**src/sv/body_velocity_integrator_2d_core_assert.svh**
```systemverilog
// Assertion macros for the body velocity integrator core.
`ifndef BODY_VELOCITY_INTEGRATOR_2D_CORE_ASSERT_SVH
`define BODY_VELOCITY_INTEGRATOR_2D_CORE_ASSERT_SVH
`ifndef SYNTH
`define BVI2D_ASSERT_SAME(label, ant, cons) \
	label: assert property (@(posedge clk) disable iff (!arst_n) (ant) |-> (cons)) \
		else $error("assertion failed");
`define BVI2D_ASSERT_NEXT(label, ant, cons) \
	label: assert property (@(posedge clk) disable iff (!arst_n) (ant) |=> (cons)) \
		else $error("assertion failed");
`else
`define BVI2D_ASSERT_SAME(label, ant, cons)
`define BVI2D_ASSERT_NEXT(label, ant, cons)
`endif
`endif

```
**src/sv/bvi2d_pkg.sv**
```systemverilog
package bvi2d_pkg;

	typedef struct packed {
		logic [2:0]         mode;
		logic signed [31:0] x_value;
		logic signed [31:0] y_value;
		logic signed [31:0] amount;
		logic [16:0]        step_seconds;
	} in_t;

	typedef struct packed {
		logic signed [31:0] velocity_x;
		logic signed [31:0] velocity_y;
		logic signed [31:0] move_x;
		logic signed [31:0] move_y;
		logic               speed_limited;
	} out_t;

	localparam logic [2:0] MODE_FORCE   = 3'd0;
	localparam logic [2:0] MODE_IMPULSE = 3'd1;
	localparam logic [2:0] MODE_STEP    = 3'd2;
	localparam logic [2:0] MODE_SETV    = 3'd3;
	localparam logic [2:0] MODE_CLAMP   = 3'd4;
	localparam logic [2:0] MODE_CLEAR   = 3'd5;

	localparam logic [1:0] REG_INV_MASS  = 2'd0;
	localparam logic [1:0] REG_MAX_SPEED = 2'd1;
	localparam logic [1:0] REG_DRAG      = 2'd2;

	localparam logic [30:0] INV_MASS_RST  = 31'd65536;
	localparam logic [30:0] MAX_SPEED_RST = 31'd6553600;
	localparam logic [30:0] DRAG_RST      = 31'd0;

	localparam logic signed [31:0] Q_MAX = 32'sh7fffffff;
	localparam logic signed [31:0] Q_MIN = 32'sh80000000;

	typedef enum logic [4:0] {
		SRC_ZERO, SRC_XV, SRC_YV, SRC_AMT, SRC_DT, SRC_IM, SRC_DR, SRC_MS,
		SRC_VX, SRC_VY, SRC_AX, SRC_AY, SRC_BX, SRC_BY, SRC_T, SRC_K,
		SRC_L, SRC_MAGX, SRC_MAGY
	} src_t;

	typedef enum logic [3:0] {
		WB_NONE, WB_T, WB_TNEG, WB_K, WB_ADD_AX, WB_ADD_AY, WB_ADD_VX,
		WB_ADD_VY, WB_SQ, WB_SQ_ADD, WB_CMP, WB_MVX, WB_MVY
	} wb_t;

	typedef enum logic [3:0] {
		MISC_NONE, MISC_LOAD, MISC_SETV, MISC_CLR, MISC_BSAVE, MISC_L_AMT,
		MISC_SQRT, MISC_N_SAVE, MISC_L_SAVE, MISC_DIV, MISC_QX, MISC_QY,
		MISC_CLRA, MISC_PUBLISH
	} misc_t;

	typedef struct packed {
		src_t  src_a;
		src_t  src_b;
		wb_t   wb;
		misc_t misc;
	} cmd_t;

	typedef struct packed {
		logic       sqrt_done;
		logic       div_done;
		logic       gt;
		logic [2:0] mode;
	} sts_t;

	typedef enum logic [5:0] {
		ST_IDLE, ST_DISP,
		ST_M0_A, ST_M0_B, ST_M0_C,
		ST_M1_A, ST_M1_B, ST_M1_C, ST_M1_D, ST_M1_E,
		ST_M2_A, ST_M2_B, ST_M2_C, ST_M2_D, ST_M2_E, ST_M2_F, ST_M2_G, ST_M2_H,
		ST_M2_I, ST_M2_J, ST_M2_K, ST_M2_L, ST_M2_M, ST_M2_N, ST_M2_O, ST_M2_P,
		ST_C_A, ST_C_B, ST_C_C, ST_C_D, ST_C_E, ST_C_F,
		ST_R_SQ, ST_R_SQW, ST_L_A, ST_L_B, ST_L_C, ST_L_D, ST_L_E,
		ST_RX_A, ST_RX_B, ST_RX_C, ST_RY_A, ST_RY_B, ST_RY_C,
		ST_MV_A, ST_MV_B, ST_MV_C, ST_FIN
	} state_t;

	function automatic logic signed [31:0] sat_q(input logic signed [65:0] p);
		logic signed [49:0] f;
		f = p[65:16];
		if (f[49:31] == {19{f[49]}})
			return f[31:0];
		return f[49] ? Q_MIN : Q_MAX;
	endfunction

	function automatic logic signed [31:0] add_sat(input logic signed [31:0] a,
		input logic signed [31:0] b);
		logic signed [32:0] s;
		s = {a[31], a} + {b[31], b};
		if (s[32] != s[31])
			return s[32] ? Q_MIN : Q_MAX;
		return s[31:0];
	endfunction

	function automatic logic signed [31:0] sat34(input logic signed [33:0] v);
		if (v[33:31] == {3{v[33]}})
			return v[31:0];
		return v[33] ? Q_MIN : Q_MAX;
	endfunction

endpackage

```
**src/sv/bvi2d_ctrl.sv**
```systemverilog
module bvi2d_ctrl (
	input  logic            clk,
	input  logic            arst_n,
	input  logic            in_valid,
	output logic            in_ready,
	output logic            out_valid,
	input  logic            out_ready,
	input  bvi2d_pkg::sts_t sts,
	output bvi2d_pkg::cmd_t cmd
);
	bvi2d_pkg::state_t state_q, state_d;
	logic              out_valid_q;
	logic              is_step;

	assign is_step = sts.mode == bvi2d_pkg::MODE_STEP;

	always_ff @(posedge clk or negedge arst_n) begin
		if (!arst_n) begin
			state_q     <= bvi2d_pkg::ST_IDLE;
			out_valid_q <= 1'b0;
		end else begin
			state_q <= state_d;
			if (cmd.misc == bvi2d_pkg::MISC_PUBLISH)
				out_valid_q <= 1'b1;
			else if (out_ready)
				out_valid_q <= 1'b0;
		end
	end

	always_comb begin
		state_d = state_q;
		case (state_q)
			bvi2d_pkg::ST_IDLE: if (in_valid) state_d = bvi2d_pkg::ST_DISP;
			bvi2d_pkg::ST_DISP: begin
				case (sts.mode)
					bvi2d_pkg::MODE_FORCE:   state_d = bvi2d_pkg::ST_M0_A;
					bvi2d_pkg::MODE_IMPULSE: state_d = bvi2d_pkg::ST_M1_A;
					bvi2d_pkg::MODE_STEP:    state_d = bvi2d_pkg::ST_M2_A;
					bvi2d_pkg::MODE_CLAMP:   state_d = bvi2d_pkg::ST_C_A;
					default:                 state_d = bvi2d_pkg::ST_FIN;
				endcase
			end
			bvi2d_pkg::ST_M0_A: state_d = bvi2d_pkg::ST_M0_B;
			bvi2d_pkg::ST_M0_B: state_d = bvi2d_pkg::ST_M0_C;
			bvi2d_pkg::ST_M0_C: state_d = bvi2d_pkg::ST_FIN;
			bvi2d_pkg::ST_M1_A: state_d = bvi2d_pkg::ST_M1_B;
			bvi2d_pkg::ST_M1_B: state_d = bvi2d_pkg::ST_M1_C;
			bvi2d_pkg::ST_M1_C: state_d = bvi2d_pkg::ST_M1_D;
			bvi2d_pkg::ST_M1_D: state_d = bvi2d_pkg::ST_M1_E;
			bvi2d_pkg::ST_M1_E: state_d = bvi2d_pkg::ST_FIN;
			bvi2d_pkg::ST_M2_A: state_d = bvi2d_pkg::ST_M2_B;
			bvi2d_pkg::ST_M2_B: state_d = bvi2d_pkg::ST_M2_C;
			bvi2d_pkg::ST_M2_C: state_d = bvi2d_pkg::ST_M2_D;
			bvi2d_pkg::ST_M2_D: state_d = bvi2d_pkg::ST_M2_E;
			bvi2d_pkg::ST_M2_E: state_d = bvi2d_pkg::ST_M2_F;
			bvi2d_pkg::ST_M2_F: state_d = bvi2d_pkg::ST_M2_G;
			bvi2d_pkg::ST_M2_G: state_d = bvi2d_pkg::ST_M2_H;
			bvi2d_pkg::ST_M2_H: state_d = bvi2d_pkg::ST_M2_I;
			bvi2d_pkg::ST_M2_I: state_d = bvi2d_pkg::ST_M2_J;
			bvi2d_pkg::ST_M2_J: state_d = bvi2d_pkg::ST_M2_K;
			bvi2d_pkg::ST_M2_K: state_d = bvi2d_pkg::ST_M2_L;
			bvi2d_pkg::ST_M2_L: state_d = bvi2d_pkg::ST_M2_M;
			bvi2d_pkg::ST_M2_M: state_d = bvi2d_pkg::ST_M2_N;
			bvi2d_pkg::ST_M2_N: state_d = bvi2d_pkg::ST_M2_O;
			bvi2d_pkg::ST_M2_O: state_d = bvi2d_pkg::ST_M2_P;
			bvi2d_pkg::ST_M2_P: state_d = sts.gt ? bvi2d_pkg::ST_R_SQ : bvi2d_pkg::ST_MV_A;
			bvi2d_pkg::ST_C_A:  state_d = bvi2d_pkg::ST_C_B;
			bvi2d_pkg::ST_C_B:  state_d = bvi2d_pkg::ST_C_C;
			bvi2d_pkg::ST_C_C:  state_d = bvi2d_pkg::ST_C_D;
			bvi2d_pkg::ST_C_D:  state_d = bvi2d_pkg::ST_C_E;
			bvi2d_pkg::ST_C_E:  state_d = bvi2d_pkg::ST_C_F;
			bvi2d_pkg::ST_C_F:  state_d = sts.gt ? bvi2d_pkg::ST_R_SQ : bvi2d_pkg::ST_FIN;
			bvi2d_pkg::ST_R_SQ: state_d = bvi2d_pkg::ST_R_SQW;
			bvi2d_pkg::ST_R_SQW:
				if (sts.sqrt_done)
					state_d = is_step ? bvi2d_pkg::ST_L_A : bvi2d_pkg::ST_RX_A;
			bvi2d_pkg::ST_L_A:  state_d = bvi2d_pkg::ST_L_B;
			bvi2d_pkg::ST_L_B:  state_d = bvi2d_pkg::ST_L_C;
			bvi2d_pkg::ST_L_C:  state_d = bvi2d_pkg::ST_L_D;
			bvi2d_pkg::ST_L_D:  state_d = bvi2d_pkg::ST_L_E;
			bvi2d_pkg::ST_L_E:  if (sts.sqrt_done) state_d = bvi2d_pkg::ST_RX_A;
			bvi2d_pkg::ST_RX_A: state_d = bvi2d_pkg::ST_RX_B;
			bvi2d_pkg::ST_RX_B: state_d = bvi2d_pkg::ST_RX_C;
			bvi2d_pkg::ST_RX_C: if (sts.div_done) state_d = bvi2d_pkg::ST_RY_A;
			bvi2d_pkg::ST_RY_A: state_d = bvi2d_pkg::ST_RY_B;
			bvi2d_pkg::ST_RY_B: state_d = bvi2d_pkg::ST_RY_C;
			bvi2d_pkg::ST_RY_C:
				if (sts.div_done)
					state_d = is_step ? bvi2d_pkg::ST_MV_A : bvi2d_pkg::ST_FIN;
			bvi2d_pkg::ST_MV_A: state_d = bvi2d_pkg::ST_MV_B;
			bvi2d_pkg::ST_MV_B: state_d = bvi2d_pkg::ST_MV_C;
			bvi2d_pkg::ST_MV_C: state_d = bvi2d_pkg::ST_FIN;
			bvi2d_pkg::ST_FIN:  if (!out_valid_q || out_ready) state_d = bvi2d_pkg::ST_IDLE;
			default:            state_d = bvi2d_pkg::ST_IDLE;
		endcase
	end

	always_comb begin
		cmd.src_a = bvi2d_pkg::SRC_ZERO;
		cmd.src_b = bvi2d_pkg::SRC_ZERO;
		cmd.wb    = bvi2d_pkg::WB_NONE;
		cmd.misc  = bvi2d_pkg::MISC_NONE;
		case (state_q)
			bvi2d_pkg::ST_IDLE: if (in_valid) cmd.misc = bvi2d_pkg::MISC_LOAD;
			bvi2d_pkg::ST_DISP: begin
				if (sts.mode == bvi2d_pkg::MODE_SETV)
					cmd.misc = bvi2d_pkg::MISC_SETV;
				else if (sts.mode == bvi2d_pkg::MODE_CLEAR)
					cmd.misc = bvi2d_pkg::MISC_CLR;
			end
			bvi2d_pkg::ST_M0_A: begin
				cmd.src_a = bvi2d_pkg::SRC_XV;
				cmd.src_b = bvi2d_pkg::SRC_IM;
			end
			bvi2d_pkg::ST_M0_B: begin
				cmd.wb    = bvi2d_pkg::WB_ADD_AX;
				cmd.src_a = bvi2d_pkg::SRC_YV;
				cmd.src_b = bvi2d_pkg::SRC_IM;
			end
			bvi2d_pkg::ST_M0_C: cmd.wb = bvi2d_pkg::WB_ADD_AY;
			bvi2d_pkg::ST_M1_A: begin
				cmd.src_a = bvi2d_pkg::SRC_AMT;
				cmd.src_b = bvi2d_pkg::SRC_IM;
			end
			bvi2d_pkg::ST_M1_B: cmd.wb = bvi2d_pkg::WB_T;
			bvi2d_pkg::ST_M1_C: begin
				cmd.src_a = bvi2d_pkg::SRC_T;
				cmd.src_b = bvi2d_pkg::SRC_XV;
			end
			bvi2d_pkg::ST_M1_D: begin
				cmd.wb    = bvi2d_pkg::WB_ADD_VX;
				cmd.src_a = bvi2d_pkg::SRC_T;
				cmd.src_b = bvi2d_pkg::SRC_YV;
			end
			bvi2d_pkg::ST_M1_E: cmd.wb = bvi2d_pkg::WB_ADD_VY;
			bvi2d_pkg::ST_M2_A: begin
				cmd.src_a = bvi2d_pkg::SRC_DT;
				cmd.src_b = bvi2d_pkg::SRC_IM;
			end
			bvi2d_pkg::ST_M2_B: begin
				cmd.wb    = bvi2d_pkg::WB_K;
				cmd.src_a = bvi2d_pkg::SRC_VX;
				cmd.src_b = bvi2d_pkg::SRC_DR;
			end
			bvi2d_pkg::ST_M2_C: cmd.wb = bvi2d_pkg::WB_TNEG;
			bvi2d_pkg::ST_M2_D: begin
				cmd.src_a = bvi2d_pkg::SRC_T;
				cmd.src_b = bvi2d_pkg::SRC_K;
			end
			bvi2d_pkg::ST_M2_E: begin
				cmd.wb    = bvi2d_pkg::WB_ADD_VX;
				cmd.src_a = bvi2d_pkg::SRC_VY;
				cmd.src_b = bvi2d_pkg::SRC_DR;
			end
			bvi2d_pkg::ST_M2_F: cmd.wb = bvi2d_pkg::WB_TNEG;
			bvi2d_pkg::ST_M2_G: begin
				cmd.src_a = bvi2d_pkg::SRC_T;
				cmd.src_b = bvi2d_pkg::SRC_K;
			end
			bvi2d_pkg::ST_M2_H: cmd.wb = bvi2d_pkg::WB_ADD_VY;
			bvi2d_pkg::ST_M2_I: begin
				cmd.misc  = bvi2d_pkg::MISC_BSAVE;
				cmd.src_a = bvi2d_pkg::SRC_AX;
				cmd.src_b = bvi2d_pkg::SRC_DT;
			end
			bvi2d_pkg::ST_M2_J: begin
				cmd.wb    = bvi2d_pkg::WB_ADD_VX;
				cmd.src_a = bvi2d_pkg::SRC_AY;
				cmd.src_b = bvi2d_pkg::SRC_DT;
			end
			bvi2d_pkg::ST_M2_K: cmd.wb = bvi2d_pkg::WB_ADD_VY;
			bvi2d_pkg::ST_M2_L, bvi2d_pkg::ST_C_B: begin
				cmd.src_a = bvi2d_pkg::SRC_VX;
				cmd.src_b = bvi2d_pkg::SRC_VX;
			end
			bvi2d_pkg::ST_M2_M, bvi2d_pkg::ST_C_C: begin
				cmd.wb    = bvi2d_pkg::WB_SQ;
				cmd.src_a = bvi2d_pkg::SRC_VY;
				cmd.src_b = bvi2d_pkg::SRC_VY;
			end
			bvi2d_pkg::ST_M2_N: begin
				cmd.wb    = bvi2d_pkg::WB_SQ_ADD;
				cmd.src_a = bvi2d_pkg::SRC_MS;
				cmd.src_b = bvi2d_pkg::SRC_MS;
			end
			bvi2d_pkg::ST_C_D: begin
				cmd.wb    = bvi2d_pkg::WB_SQ_ADD;
				cmd.src_a = bvi2d_pkg::SRC_L;
				cmd.src_b = bvi2d_pkg::SRC_L;
			end
			bvi2d_pkg::ST_M2_O, bvi2d_pkg::ST_C_E: cmd.wb = bvi2d_pkg::WB_CMP;
			bvi2d_pkg::ST_C_A: cmd.misc = bvi2d_pkg::MISC_L_AMT;
			bvi2d_pkg::ST_R_SQ, bvi2d_pkg::ST_L_D: cmd.misc = bvi2d_pkg::MISC_SQRT;
			bvi2d_pkg::ST_R_SQW: if (sts.sqrt_done) cmd.misc = bvi2d_pkg::MISC_N_SAVE;
			bvi2d_pkg::ST_L_A: begin
				cmd.src_a = bvi2d_pkg::SRC_BX;
				cmd.src_b = bvi2d_pkg::SRC_BX;
			end
			bvi2d_pkg::ST_L_B: begin
				cmd.wb    = bvi2d_pkg::WB_SQ;
				cmd.src_a = bvi2d_pkg::SRC_BY;
				cmd.src_b = bvi2d_pkg::SRC_BY;
			end
			bvi2d_pkg::ST_L_C: cmd.wb = bvi2d_pkg::WB_SQ_ADD;
			bvi2d_pkg::ST_L_E: if (sts.sqrt_done) cmd.misc = bvi2d_pkg::MISC_L_SAVE;
			bvi2d_pkg::ST_RX_A: begin
				cmd.src_a = bvi2d_pkg::SRC_MAGX;
				cmd.src_b = bvi2d_pkg::SRC_L;
			end
			bvi2d_pkg::ST_RY_A: begin
				cmd.src_a = bvi2d_pkg::SRC_MAGY;
				cmd.src_b = bvi2d_pkg::SRC_L;
			end
			bvi2d_pkg::ST_RX_B, bvi2d_pkg::ST_RY_B: cmd.misc = bvi2d_pkg::MISC_DIV;
			bvi2d_pkg::ST_RX_C: if (sts.div_done) cmd.misc = bvi2d_pkg::MISC_QX;
			bvi2d_pkg::ST_RY_C: if (sts.div_done) cmd.misc = bvi2d_pkg::MISC_QY;
			bvi2d_pkg::ST_MV_A: begin
				cmd.src_a = bvi2d_pkg::SRC_VX;
				cmd.src_b = bvi2d_pkg::SRC_DT;
			end
			bvi2d_pkg::ST_MV_B: begin
				cmd.wb    = bvi2d_pkg::WB_MVX;
				cmd.src_a = bvi2d_pkg::SRC_VY;
				cmd.src_b = bvi2d_pkg::SRC_DT;
			end
			bvi2d_pkg::ST_MV_C: begin
				cmd.wb   = bvi2d_pkg::WB_MVY;
				cmd.misc = bvi2d_pkg::MISC_CLRA;
			end
			bvi2d_pkg::ST_FIN:
				if (!out_valid_q || out_ready) cmd.misc = bvi2d_pkg::MISC_PUBLISH;
			default: ;
		endcase
	end

	assign in_ready  = state_q == bvi2d_pkg::ST_IDLE;
	assign out_valid = out_valid_q;
endmodule
```
**config.mk**
```make
export PLATFORM = sky130hd
export DESIGN_NAME = bvi2d_ctrl
export DESIGN_NICKNAME = d
export VERILOG_FILES = /design/src/sv/body_velocity_integrator_2d_core_assert.svh /design/src/sv/bvi2d_pkg.sv /design/src/sv/bvi2d_ctrl.sv
export SDC_FILE = /design/constraint.sdc
export NUM_CORES = 1
export LEC_CHECK = 0
export BUFFER_PORTS_ARGS = -buffer_cell sky130_fd_sc_hd__buf_2
export CAP_MARGIN = 20
export CORE_ASPECT_RATIO = 1.5
export CORE_MARGIN = 1.5
export CORE_UTILIZATION = 45
export DETAILED_ROUTE_END_ITERATION = 8
export HOLD_SLACK_MARGIN = 0.06
export PLACE_DENSITY = 0.71
export SLEW_MARGIN = 20
export SYNTH_ARGS = -nofsm -noshare
export SYNTH_HDL_FRONTEND = slang
export SYNTH_SLANG_ARGS = --single-unit
```
**constraint.sdc**
```tcl
create_clock -name clk -period 2.4 [get_ports clk]
set_input_delay 0.36 -clock clk [delete_from_list [all_inputs] [get_ports clk]]
set_output_delay 0.36 -clock clk [all_outputs]
set_load 0.03 [all_outputs]
```
### Word level (Yosys, flattened, before mapping)

Cells that the tools add are included.

| storage, ports and cells | value |
|---|---|
| flip-flop bits (word level) | 7 |
| bits of input ports | 10 |
| output and inout port bits | 20 |
| word-level logic and storage cells | 105 |

| operators by class | value |
|---|---|
| equality and inequality tests | 60 |
| multiplexer cells | 25 |
| reductions and logical operators | 18 |

Operators by type and width:

| operator | number |
|---|---|
| 6-bit one-hot mux with 47 select lines | 1 |
| 10-bit one-hot mux with 21 select lines | 1 |
| 6-bit == test (second input constant) | 17 |
| 6-bit by 5-bit == test with 1-bit output (second input constant) | 16 |
| 4-bit one-hot mux with 12 select lines | 2 |
| 6-bit by 4-bit == test with 1-bit output (second input constant) | 8 |
| 6-bit 2-to-1 mux | 6 |
| 6-bit by 3-bit == test with 1-bit output (second input constant) | 4 |
| 4-bit 2-to-1 mux | 6 |
| 6-bit one-hot mux with 4 select lines | 1 |
| 3-bit OR reduction | 5 |
| 2-bit OR reduction | 7 |
| 6-bit by 2-bit == test with 1-bit output (second input constant) | 2 |
| 2-bit != test (second input constant) | 6 |
| 5-bit 2-to-1 mux | 2 |
| 3-bit by 2-bit == test with 1-bit output (second input constant) | 2 |
| 3-bit == test (second input constant) | 2 |
| 6-bit by 1-bit == test with 1-bit output (second input constant) | 1 |
| 6-bit zero test | 1 |
| 3-bit 2-to-1 mux | 2 |
| 6-bit AND reduction | 1 |
| 4-bit == test (second input constant) | 1 |
| 3-bit by 1-bit == test with 1-bit output (second input constant) | 1 |
| 3-bit zero test | 1 |
| other kinds (5) | 7 |

### Longest topological paths before layout

| logic depth | value |
|---|---|
| depth after elaboration | 6 |
| gate-level depth with buffers | 8 |
| depth with buffers taken out | 6 |

### Worst setup path after synthesis

OpenSTA, ideal clock, no wires.

| path | value |
|---|---|
| path type | register to output |
| start | reg state_q[2] |
| end | out cmd[17] in the netlist's numbering |
| arrival | 2116 ps |
| data required time | 2040 ps |
| slack | -76 ps |
| cell stages (with the launch flop) | 6 |
| path buffers | 4 |
| cells stage by stage | dfrtp_1 buf_2 clkbuf_8 buf_2 o32ai_1 buf_4 |

RTL lines:

| item | RTL line | RTL |
|---|---|---|
| start, declared | bvi2d_ctrl.sv:11 | `bvi2d_pkg::state_t state_q, state_d;` |
| start signal, assigned | bvi2d_ctrl.sv:19 | `state_q <= bvi2d_pkg::ST_IDLE;` |
| start signal, assigned | bvi2d_ctrl.sv:22 | `state_q <= state_d;` |
| end, declared | bvi2d_ctrl.sv:9 | `output bvi2d_pkg::cmd_t cmd` |

==> flow_metrics.env <==
export IMPL_finClkSkew_ns=0.000383
export IMPL_core_um2=3920
export IMPL_slew_headroom_pct=73.7
export IMPL_hold_viol=0
export IMPL_critPathRequiredTime_ns=2.04
export IMPL_die_area_um2=4500
export IMPL_ys_ff_latch=7
export IMPL_yosysSeqAreaShare_pct=9.49
export IMPL_run_status="finished, final reports clean"
export IMPL_rows=28
export IMPL_synth_edf_count=0
export IMPL_ios=30
export IMPL_first_pass_iters=5
export IMPL_syn_area_per_cell_um2=6.99
export IMPL_grt_pass1_vias=2211
export IMPL_synthArstFlopShare_pct=100
export IMPL_r2r_slack_ns=0.32
export IMPL_crit_family="simple AND/OR/NAND/NOR gates"
export IMPL_clkPwrFrac_pct=4.7
export IMPL_crit_slowest_cell="dfrtp_2"
export IMPL_critPathLaunch="state_q[0]"
export IMPL_r2r_end="state_q[0]"
export IMPL_power_frac_seq_pct=7.6
export IMPL_p_leak_uw=0.000880
export IMPL_antenna_found_initial=0
export IMPL_cts_tree="built"
export IMPL_insertion_delay_ns=0.23
export IMPL_grt_pass1_wl_um=10900
export IMPL_start_util_pct=47.0
export IMPL_clkSlewWorstSetupHoldPaths_ns=0.04
export IMPL_cp_depth=6
export IMPL_path_class="reg -> out"
export IMPL_critPathMaxStageDelay_ns=0.46
export IMPL_power_density_nw_per_um2=1580
export IMPL_syn_area_um2=1850
export IMPL_fmax_mhz=430
export IMPL_dieWidth_um=55.3
export IMPL_gp_congestion=1.02
export IMPL_root_buffer="clkbuf_8"
export IMPL_timing_rr_start="state_q[0]"
export IMPL_holdCritPathClass="in -> async"
export IMPL_power_uw=3510
export IMPL_synthFlopType="dfrtp_1"
export IMPL_cts_made_buffers=3
export IMPL_tightest_slew_ns=0.391
export IMPL_cp_max_fo=10
export IMPL_swShare_pct=58.7
export IMPL_syn_nets=274
export IMPL_synthTopCellsByCount="30 x nand2_1, 26 x a21oi_1, 24 x o21ai_0"
export IMPL_cts_num_sinks=7
export IMPL_synth_most_common_cell="nand2_1"
export IMPL_switchingPower_uw=2060
export IMPL_track_usage_pct=30.6
export IMPL_n_antenna_cell=0
export IMPL_irDropWorstVdd_v=0.000946
export IMPL_area_growth_syn_to_layout_pct=20.1
export IMPL_reg2regPathDepth=7
export IMPL_num_vias=2367
export IMPL_cp_cell_sequence="or2_1, or3_1, nand2b_1, o31a_1, o211ai_1, buf_4"
export IMPL_ant_nets=0
export IMPL_critical_path_buf_inv_count=1
export IMPL_max_cap_violations=0
export IMPL_intPower_uw=1450
export IMPL_finalCritPeriodShare_pct=96.9
export IMPL_synth_top_area_share_pct=9.49
export IMPL_drtIter0Drc=235
export IMPL_viasPerCell=6.69
export IMPL_io_buffers=29
export IMPL_endpoint="cmd[0]"
export IMPL_layout_drive_gt1_share_pct=30.1
export IMPL_grt_max_degree=28
export IMPL_critPathArrivalTime_ns=1.97
export IMPL_die_h_um=81.4
export IMPL_drv_slew=0
export IMPL_yosysUniqueCellTypes=67
export IMPL_yosysTopAreaCell="dfrtp_1"
export IMPL_ys_warn_count=0
export IMPL_finalSetupViolCount=0
export IMPL_end_kind="primary output"
export IMPL_drc=0
export IMPL_fin_crit_ns=2.33
export IMPL_start_kind="flop"
export IMPL_placed_area_um2=2130
export IMPL_synth_area_leaders="dfrtp_1 9.5%, a21oi_1 7.1%, o21ai_0 6.5%"
export IMPL_htreeDepth=1
export IMPL_finalInstanceArea_um2=2220
export IMPL_syn_inst=264
export IMPL_hpwl_um=5510
export IMPL_clock_path_buffers=2
export IMPL_routed_wl_um=7110
export IMPL_nets=320
export IMPL_grt_overflow=0
export IMPL_wl_per_cell_um=20.1
export IMPL_combPwrFrac_pct=87.7
power by group through the flow:
stage | Sequential, µW | Clock [µW] | Combinational [µW]
after floorplan | 224 | 0 | 2170
after global placement | 258 | 0 | 2970
after global routing | 273 | 175 | 3270
final | 267 | 164 | 3080
after CTS | 261 | 168 | 2970
after detailed placement | 260 | 0 | 2960
registers in the layout (all words and copies together), names as in the netlist:
register and count:
state_q 6, out_valid 1
worst min-delay path by stage:
stage                     startpoint          to  slack, ns  cells after the start
final                         arst_n  state_q[3]       0.50                      2
after CTS                  out_ready   out_valid       0.49                      3
after detailed placement      arst_n   out_valid       0.21                      1
after floorplan               arst_n   out_valid       0.06                      0
after global placement        arst_n  state_q[5]       0.20                      1
after global routing       out_ready   out_valid       0.51                      3
stage by stage:
stage / worst slack (ns) / cells / setup TNS [ns] / util (%) / hold slack (ns)
2_1_floorplan: 0.132 / 264 / 0 / - / 0.0644
3_3_place_gp: 0.230 / 348 / 0 / 54.4 / 0.203
3_5_place_dp: 0.248 / 348 / 0 / 54.4 / 0.206
4_1_cts: 0.0144 / 353 / 0 / 55.8 / 0.495
5_1_grt: -0.00112 / 354 / -0.00112 / 56.5 / 0.508
6_report: 0.0733 / 354 / 0 / 56.5 / 0.500
final cells by class:
type / instances / area (µm²)
clock buffer: 4 / 45.0
fill: 404 / 1710
inverter: 6 / 36.3
multi-input combinational: 226 / 1460
sequential: 7 / 179
tap: 45 / 56.3
timing repair buffer: 66 / 445
kinds of logic after synthesis:
group / Yosys count / share of synthesized area [%]
XOR/XNOR: 4 / 1.90
AND/OR/NAND/NOR: 106 / 29.2
flip-flops: 7 / 9.49
AO/OA/AOI/OAI: 113 / 44.5
buffers and inverters: 31 / 12.5
adder cells (fa/ha/maj): 1 / 0.542
multiplexers: 2 / 1.76
repair_timing:
action                                  in CTS  in global routing
gates resized for setup                      1                 10
endpoints found under the setup margin       1                  7
buffers inserted                             0                  1
endpoints found under the hold margin        7                  0
hold buffers                                 1                  0
cell usage in the layout (no fill, tap or decap), drive strengths merged, types with 4 or more instances in the layout:
cell type and instances:
xnor2 4, nor2 23, nor3 8, a21oi 27, inv 4, or2 4, nor2b 6, o211ai 4
o22ai 12, buf 65, nand3 7, nand2 31, clkbuf 4, dfrtp 7, nand2b 11, o21ai 27
a31oi 5, o22a 4, o32ai 5
per-layer routing:
layer | wire, µm | vias to the layer above | share of wire, % | GRT usage [%]
li1 | - | 1093 | - | -
met1 | 2600 | 1092 | 36 | 34.9
met2 | 3590 | 152 | 50 | 55.4
met3 | 552 | 30 | 7.8 | 2.68
met4 | 371 | 0 | 5.2 | 18.3
met5 | 0 | - | 0 | 0
No activity file was read; power rests on OpenSTA's default activity.
